## config.mk

```make
export PLATFORM = sky130hd
export DESIGN_NAME = dda_line_rasterizer
export DESIGN_NICKNAME = d
export VERILOG_FILES = /design/src/rtl/dda_pkg.sv /design/src/rtl/dda_line_rasterizer.sv
export SDC_FILE = /design/constraint.sdc
export NUM_CORES = 1
export LEC_CHECK = 0
export ABC_AREA = 1
export BUFFER_PORTS_ARGS = -buffer_cell sky130_fd_sc_hd__buf_2
export CAP_MARGIN = 20
export CORE_AREA = 2 2 242 125
export DETAILED_ROUTE_END_ITERATION = 10
export DIE_AREA = 0 0 244 127
export GPL_TIMING_DRIVEN = 0
export PLACE_DENSITY = 0.8
export RECOVER_POWER = 50
export SYNTH_ARGS = -nofsm -noshare
export SYNTH_HDL_FRONTEND = slang
export SYNTH_SLANG_ARGS = --single-unit
```

## constraint.sdc

```tcl
create_clock -name clock -period 4.3 [get_ports clock]
set_input_delay 0.645 -clock clock [delete_from_list [all_inputs] [get_ports clock]]
set_output_delay 0.645 -clock clock [all_outputs]
set_load 0.005 [all_outputs]
```

## src/rtl/dda_pkg.sv

```systemverilog
`default_nettype none

package dda_pkg;

   // request kind carried on req_tuser
   localparam logic OP_LOAD = 1'b0;
   localparam logic OP_STEP = 1'b1;

   // sequencer states
   localparam int STATE_BITS = 2;
   typedef logic [STATE_BITS-1:0] state_type;
   localparam state_type ST_IDLE  = 2'd0;
   localparam state_type ST_DIV_X = 2'd1;
   localparam state_type ST_DIV_Y = 2'd2;

endpackage

`default_nettype wire

```

## src/rtl/dda_line_rasterizer.sv

```systemverilog
`default_nettype none

// DDA line rasterizer. A load request (req_tuser = 0) latches a start and an
// end point; the block then runs one shared restoring divider twice, first for
// the x increment and then for the y increment, and keeps req_tready low while
// the divider runs. A zero-length line skips the divider. A step request
// (req_tuser = 1) places the rounded accumulators into the output register and
// advances them, so steps stream at one per cycle while the output side keeps
// up. A line gives max(|dx|,|dy|)+1 pixels, the last one being the end point
// with rsp_tlast high. A step with no line loaded, or after the last pixel, is
// taken and gives no output.
module dda_line_rasterizer
   import dda_pkg::*;
#(
   parameter int COORD_BITS = 10,
   parameter int FRAC_BITS  = 16
) (
   input  wire logic clock,
   input  wire logic reset,

   input  wire logic                                   req_tvalid,
   output logic                                        req_tready,
   // x_start, y_start, x_end, y_end (lowest bits first), zero padded
   input  wire logic [((4*COORD_BITS+7)/8)*8-1:0]      req_tdata,
   // op
   input  wire logic                                   req_tuser,

   output logic                                        rsp_tvalid,
   input  wire logic                                   rsp_tready,
   // pixel_x, pixel_y (lowest bits first), zero padded
   output logic [((2*COORD_BITS+7)/8)*8-1:0]           rsp_tdata,
   output logic                                        rsp_tlast
);

   localparam int ACC_BITS  = COORD_BITS + FRAC_BITS + 1;
   localparam int INC_BITS  = FRAC_BITS + 2;
   localparam int QUO_BITS  = FRAC_BITS + 1;
   localparam int STEP_BITS = COORD_BITS + 1;
   localparam int CNT_BITS  = $clog2(FRAC_BITS + 1);
   localparam int OUT_BITS  = ((2*COORD_BITS+7)/8)*8;
   localparam logic [CNT_BITS-1:0] CNT_LAST = CNT_BITS'(FRAC_BITS);
   localparam logic [ACC_BITS-1:0] HALF = ACC_BITS'(1) << (FRAC_BITS - 1);

   // request fields
   logic [COORD_BITS-1:0] x_start, y_start, x_end, y_end;
   assign x_start = req_tdata[COORD_BITS-1:0];
   assign y_start = req_tdata[2*COORD_BITS-1:COORD_BITS];
   assign x_end   = req_tdata[3*COORD_BITS-1:2*COORD_BITS];
   assign y_end   = req_tdata[4*COORD_BITS-1:3*COORD_BITS];

   // state
   state_type             state_ff, state_in;
   logic [ACC_BITS-1:0]   x_accum_ff, x_accum_in, y_accum_ff, y_accum_in;
   logic [INC_BITS-1:0]   x_inc_ff, x_inc_in, y_inc_ff, y_inc_in;
   logic [STEP_BITS-1:0]  steps_left_ff, steps_left_in;
   logic                  line_active_ff, line_active_in;
   // divider
   logic [COORD_BITS-1:0] len_ff, len_in, ady_ff, ady_in;
   logic                  neg_x_ff, neg_x_in, neg_y_ff, neg_y_in;
   logic [COORD_BITS:0]   rem_ff, rem_in;
   logic [QUO_BITS-1:0]   quo_ff, quo_in;
   logic [CNT_BITS-1:0]   cnt_ff, cnt_in;
   // output register
   logic                  rsp_valid_ff, rsp_valid_in;
   logic [COORD_BITS-1:0] pix_x_ff, pix_x_in, pix_y_ff, pix_y_in;
   logic                  last_ff, last_in;

   logic req_fire;
   assign req_tready = (state_ff == ST_IDLE) && (!rsp_valid_ff || rsp_tready);
   assign req_fire   = req_tvalid && req_tready;

   // endpoint deltas for a load
   logic                  ld_neg_x, ld_neg_y;
   logic [COORD_BITS-1:0] ld_adx, ld_ady, ld_len;
   always_comb begin
      ld_neg_x = x_end < x_start;
      ld_neg_y = y_end < y_start;
      ld_adx   = ld_neg_x ? (x_start - x_end) : (x_end - x_start);
      ld_ady   = ld_neg_y ? (y_start - y_end) : (y_end - y_start);
      ld_len   = (ld_adx > ld_ady) ? ld_adx : ld_ady;
   end

   // one restoring division step; the first step holds the integer bit
   logic [COORD_BITS:0]  rem_sh, rem_nx;
   logic                 geq;
   logic [QUO_BITS-1:0]  quo_nx;
   logic                 div_neg;
   logic [INC_BITS-1:0]  div_inc;
   always_comb begin
      rem_sh  = (cnt_ff == '0) ? rem_ff : {rem_ff[COORD_BITS-1:0], 1'b0};
      geq     = rem_sh >= {1'b0, len_ff};
      rem_nx  = geq ? (rem_sh - {1'b0, len_ff}) : rem_sh;
      quo_nx  = {quo_ff[QUO_BITS-2:0], geq};
      div_neg = (state_ff == ST_DIV_X) ? neg_x_ff : neg_y_ff;
      div_inc = div_neg ? (INC_BITS'(0) - {1'b0, quo_nx}) : {1'b0, quo_nx};
   end

   // rounded pixel from each accumulator
   logic [ACC_BITS-1:0] x_round, y_round;
   always_comb begin
      x_round = x_accum_ff + HALF;
      y_round = y_accum_ff + HALF;
   end

   // sequencer
   always_comb begin
      state_in       = state_ff;
      x_accum_in     = x_accum_ff;
      y_accum_in     = y_accum_ff;
      x_inc_in       = x_inc_ff;
      y_inc_in       = y_inc_ff;
      steps_left_in  = steps_left_ff;
      line_active_in = line_active_ff;
      len_in         = len_ff;
      ady_in         = ady_ff;
      neg_x_in       = neg_x_ff;
      neg_y_in       = neg_y_ff;
      rem_in         = rem_ff;
      quo_in         = quo_ff;
      cnt_in         = cnt_ff;
      rsp_valid_in   = rsp_valid_ff && !rsp_tready;
      pix_x_in       = pix_x_ff;
      pix_y_in       = pix_y_ff;
      last_in        = last_ff;

      unique case (state_ff)
         ST_IDLE: begin
            if (req_fire && req_tuser == OP_LOAD) begin
               x_accum_in     = {1'b0, x_start, FRAC_BITS'(0)};
               y_accum_in     = {1'b0, y_start, FRAC_BITS'(0)};
               steps_left_in  = {1'b0, ld_len} + STEP_BITS'(1);
               line_active_in = 1'b1;
               len_in         = ld_len;
               ady_in         = ld_ady;
               neg_x_in       = ld_neg_x;
               neg_y_in       = ld_neg_y;
               rem_in         = {1'b0, ld_adx};
               quo_in         = '0;
               cnt_in         = '0;
               x_inc_in       = '0;
               y_inc_in       = '0;
               if (ld_len != '0) begin
                  state_in = ST_DIV_X;
               end
            end else if (req_fire) begin
               if (!line_active_ff || steps_left_ff == '0) begin
                  line_active_in = 1'b0;
               end else begin
                  rsp_valid_in  = 1'b1;
                  pix_x_in      = x_round[FRAC_BITS+COORD_BITS-1:FRAC_BITS];
                  pix_y_in      = y_round[FRAC_BITS+COORD_BITS-1:FRAC_BITS];
                  last_in       = steps_left_ff == STEP_BITS'(1);
                  x_accum_in    = x_accum_ff
                                + {{(ACC_BITS-INC_BITS){x_inc_ff[INC_BITS-1]}}, x_inc_ff};
                  y_accum_in    = y_accum_ff
                                + {{(ACC_BITS-INC_BITS){y_inc_ff[INC_BITS-1]}}, y_inc_ff};
                  steps_left_in = steps_left_ff - STEP_BITS'(1);
                  if (steps_left_ff == STEP_BITS'(1)) begin
                     line_active_in = 1'b0;
                  end
               end
            end
         end
         ST_DIV_X: begin
            rem_in = rem_nx;
            quo_in = quo_nx;
            cnt_in = cnt_ff + CNT_BITS'(1);
            if (cnt_ff == CNT_LAST) begin
               x_inc_in = div_inc;
               rem_in   = {1'b0, ady_ff};
               quo_in   = '0;
               cnt_in   = '0;
               state_in = ST_DIV_Y;
            end
         end
         ST_DIV_Y: begin
            rem_in = rem_nx;
            quo_in = quo_nx;
            cnt_in = cnt_ff + CNT_BITS'(1);
            if (cnt_ff == CNT_LAST) begin
               y_inc_in = div_inc;
               cnt_in   = '0;
               state_in = ST_IDLE;
            end
         end
         default: begin
            state_in = ST_IDLE;
         end
      endcase
   end

   // control registers
   always_ff @(posedge clock) begin
      if (reset) begin
         state_ff       <= ST_IDLE;
         x_accum_ff     <= '0;
         y_accum_ff     <= '0;
         x_inc_ff       <= '0;
         y_inc_ff       <= '0;
         steps_left_ff  <= '0;
         line_active_ff <= 1'b0;
         cnt_ff         <= '0;
         rsp_valid_ff   <= 1'b0;
      end else begin
         state_ff       <= state_in;
         x_accum_ff     <= x_accum_in;
         y_accum_ff     <= y_accum_in;
         x_inc_ff       <= x_inc_in;
         y_inc_ff       <= y_inc_in;
         steps_left_ff  <= steps_left_in;
         line_active_ff <= line_active_in;
         cnt_ff         <= cnt_in;
         rsp_valid_ff   <= rsp_valid_in;
      end
   end

   // payload registers
   always_ff @(posedge clock) begin
      len_ff   <= len_in;
      ady_ff   <= ady_in;
      neg_x_ff <= neg_x_in;
      neg_y_ff <= neg_y_in;
      rem_ff   <= rem_in;
      quo_ff   <= quo_in;
      pix_x_ff <= pix_x_in;
      pix_y_ff <= pix_y_in;
      last_ff  <= last_in;
   end

   assign rsp_tvalid = rsp_valid_ff;
   assign rsp_tdata  = OUT_BITS'({pix_y_ff, pix_x_ff});
   assign rsp_tlast  = last_ff;

   // checks
   a_busy_not_ready: assert property (@(posedge clock) disable iff (reset)
      (state_ff != ST_IDLE) |-> !req_tready)
      else $error("request taken while divider busy");

   a_step_gives_pixel: assert property (@(posedge clock) disable iff (reset)
      (req_fire && req_tuser == OP_STEP && line_active_ff && steps_left_ff != '0)
      |=> rsp_valid_ff)
      else $error("active step produced no pixel");

   a_load_divides: assert property (@(posedge clock) disable iff (reset)
      (req_fire && req_tuser == OP_LOAD && ld_len != '0) |=> (state_ff == ST_DIV_X))
      else $error("load did not start the divider");

   a_cnt_range: assert property (@(posedge clock) disable iff (reset)
      (state_ff == ST_DIV_X || state_ff == ST_DIV_Y) |-> (cnt_ff <= CNT_LAST))
      else $error("divider count out of range");

   a_last_ends_line: assert property (@(posedge clock) disable iff (reset)
      (req_fire && req_tuser == OP_STEP && line_active_ff && steps_left_ff == STEP_BITS'(1))
      |=> (rsp_tlast && !line_active_ff))
      else $error("end point not marked last");

endmodule

`default_nettype wire

```

==> results.txt <==
main combinational cell family by area after synthesis = simple AND/OR/NAND/NOR gates
YS warnings = 0
status = completed
Slew Viols, Final = 0
Rows = 44
Vert. Die Dim = 127 um
H-tree lvl count = 4
placed cells = 2494
Slowest-stage cell, CP = ha_1
P per Cell Area = 517 nW/um2
sequential area share after synthesis = 0.300
Switch Pwr = 3700 uW
VDD IR max = 346 uV
Critical Path Most Common Cell = nand2_1
relative slew slack = 0.138
Final Cycle Share = 0.933
required time worst endpoint = 4.64 ns
f_max = 0.249 GHz
die extent in x = 244 um
vias post-DR = 13781
vias per cell = 5.45
WS Path Type = primary input to flop
DRT antenna net count = 0
sw frac = 0.458
Worst setup EP type = flop
pre-CTS setup slack = -0.360 ns
global route total overflow = 0
initial antenna violation count = 0
Critical Path Start Type = primary input
Post-Synth XOR/XNOR Area = 0.0438
CTS Buf Count = 17
Netlist cell types = 61
CTS Root Cell = clkbuf_16
Layout Utilization = 0.545
DRC viols = 0
initial core utilization = 0.495
pin count of the biggest net entering global routing = 32
Clock Latency Late Sink = 0.45 ns
Synth area leaders = dfxtp_1 15%, edfxtp_1 15%, nand2_1 15%, ha_1 11%, a21oi_1 7.4%
CP bufs+invs = 7
TritonRoute pass-1 iters = 8
complex-gate fraction of the synthesized area = 0.153
crit-path max cell delay = 0.32 ns
core area = 28700 um2
final wirelength = 39200 um
clock share of power = 0.190
clk sinks = 178
Layout area overhead = 10.2%
number of port buffers = 67
asr flop ratio synth = 0
layout cells sized above 1 = 0.0992
Reg power frac = 0.293
die area = 31000 um2
DRT iter0 DRCs = 1517
cell family with most CP delay = simple AND/OR/NAND/NOR gates
post-synthesis adder-cell area fraction = 0.117
Clock Tree Buf Depth = 2
synthesized area = 14200 um2
# hold bufs at CTS = 0
synthesized flop and latch total = 178
Post-DP HPWL = 30400 um
Synth area leader = dfxtp_1
first-pass GRT wire length = 62800 um
most frequent cells in the layout = 547 x nand2_1, 268 x inv_1, 209 x a21oi_1
Fin. Hold Viols = 0
Post-synth EDFFs = 70
Logic pwr share = 0.516
maxcap violations = 0
number of global-route vias before repair = 12856
mux share of post-synthesis cell area = 0.000793
routability cong. = 0.940
area occupied by multi-input gates = 8580 um2
post-synth top area share = 0.152
Ports = 72
Mapped Avg Cell Area = 6.99 um2
CP Max Fanout = 10
Leakage = 0.00737 uW
Fill cells = 2733
WL/cell = 15.5 um
Hold WC Path Type = flop to flop
CTS clock-pin slew for the worst setup and hold paths = 0.07 ns
Tmin final = 4.01 ns
total track usage = 0.251
post-synthesis simple-gate area fraction = 0.287
Layout Cells excl Fill = 2530
Post-Synthesis Cells = 2032
endpoints failing setup = 0
Slew @ Worst Pin = 1.28 ns
Reg area = 4260 um2
final worst clock skew = 0.0150 ns
nets = 2299
commonest non-fill, non-tap cell in the layout = nand2_1
Pint = 4390 uW
setup ws final = 0.288 ns
Main synth FF type = dfxtp_1
Data arrival, critical path = 4.35 ns
TritonCTS clock tree = built
==> worst reg2reg max path, cell delays in order (launching register included) <==
cell,delay [ns]
dfxtp_1,0.36
inv_1,0.09
ha_2,0.22
nand3_4,0.14
mux2_2,0.37
ha_1,0.35
nand2_1,0.13
inv_1,0.04
a21oi_1,0.13
nand3_1,0.13
nand2_2,0.11
nand2_4,0.11
inv_2,0.10
buf_6,0.16
buf_6,0.18
ha_1,0.15
inv_1,0.05
nor3_2,0.14
nand3_1,0.11
nand2_2,0.11
nand2_2,0.10
nor2_4,0.12
nand2_1,0.10
xor2_2,0.19
nand2_1,0.09
a21oi_1,0.12
==> metal layers <==
metal	up-vias	GRT usage	share of wire
met1	6350	0.332	0.45
met4	0	0.0836	0.028
met3	83	0.0403	0.065
li1	6866	-	-
met2	482	0.422	0.46
met5	-	0	0
==> power groups by stage <==
stage / Sequential, uW / Clock [uW] / Combinational, uW
global route: 2400 / 1590 / 4630
detailed placement: 2390 / 0 / 3990
floorplan: 2330 / 0 / 3020
global placement: 2390 / 0 / 3900
finish: 2370 / 1540 / 4180
CTS: 2360 / 1530 / 4040
==> sequential cells by signal, indices dropped and copies added, names as in the netlist, 10 cells and up <==
register,cells
ady_ff,10
len_ff,10
pix_x_ff,10
pix_y_ff,10
quo_ff,16
rem_ff,11
steps_left_ff,11
x_accum_ff,26
x_inc_ff,18
y_accum_ff,26
y_inc_ff,18
==> kinds of logic after synthesis <==
| kind of cell | Yosys count |
|---|---|
| AND/OR/NAND/NOR | 924 |
| AO/OA/AOI/OAI | 392 |
| buffers and inverters | 337 |
| flip-flops | 178 |
| adder cells (fa/ha/maj) | 128 |
| XOR/XNOR | 71 |
| other | 1 |
| multiplexers | 1 |
==> cell type report <==
| class | instances | area share |
|---|---|---|
| Multi-Input combinational cell | 1520 | 0.549 |
| Sequential cell | 178 | 0.273 |
| Inverter | 284 | 0.0685 |
| Tap cell | 391 | 0.0313 |
| Clock buffer | 20 | 0.0286 |
| Timing Repair Buffer | 72 | 0.0238 |
| Buffer | 53 | 0.0199 |
| Clock inverter | 11 | 0.00648 |
| Antenna cell | 1 | 0.000160 |
==> repair_timing <==
| item | 4_1_cts | 5_1_grt |
|---|---|---|
| resized for setup | 8 | 19 |
| hold endpoints to repair | 0 | 0 |
| endpoints found under the setup margin | 10 | 21 |
| pin swaps | 0 | 1 |
| setup buffers | 0 | 4 |
==> cells in the mapped netlist, drive strengths merged (19+ instances only) <==
cell    count
nor3       22
inv       282
edfxtp     70
xnor2      20
o211ai     19
a21oi     213
ha        121
o21ai     109
buf        32
nand3     134
nand4      26
nor2      145
nand2     577
dfxtp     108
clkbuf     20
xor2       51
==> worst paths after layout <==
path                              startpoint                to  slack, ns  cells past startpoint
worst max-delay path            req_tdata[7]  steps_left_ff[8]       0.29                     30
worst max register to register     cnt_ff[0]      x_inc_ff[16]       0.32                     25
worst min register to register     cnt_ff[4]         cnt_ff[4]       0.47                      1
worst min-delay path               cnt_ff[4]         cnt_ff[4]       0.47                      1
==> metrics by stage <==
stage / power, uW / hold slack, ns / TNS [ns] / instance area (um2)
2_1_floorplan: 5350 / 0.435 / 0 / 14200
3_3_place_gp: 6290 / 0.452 / -3.51 / 15000
3_5_place_dp: 6380 / 0.460 / -4.38 / 15000
4_1_cts: 7940 / 0.468 / 0 / 15600
5_1_grt: 8630 / 0.482 / -0.0103 / 15600
6_report: 8090 / 0.465 / 0 / 15600
Note: power is estimated with default switching activity, not from simulation.
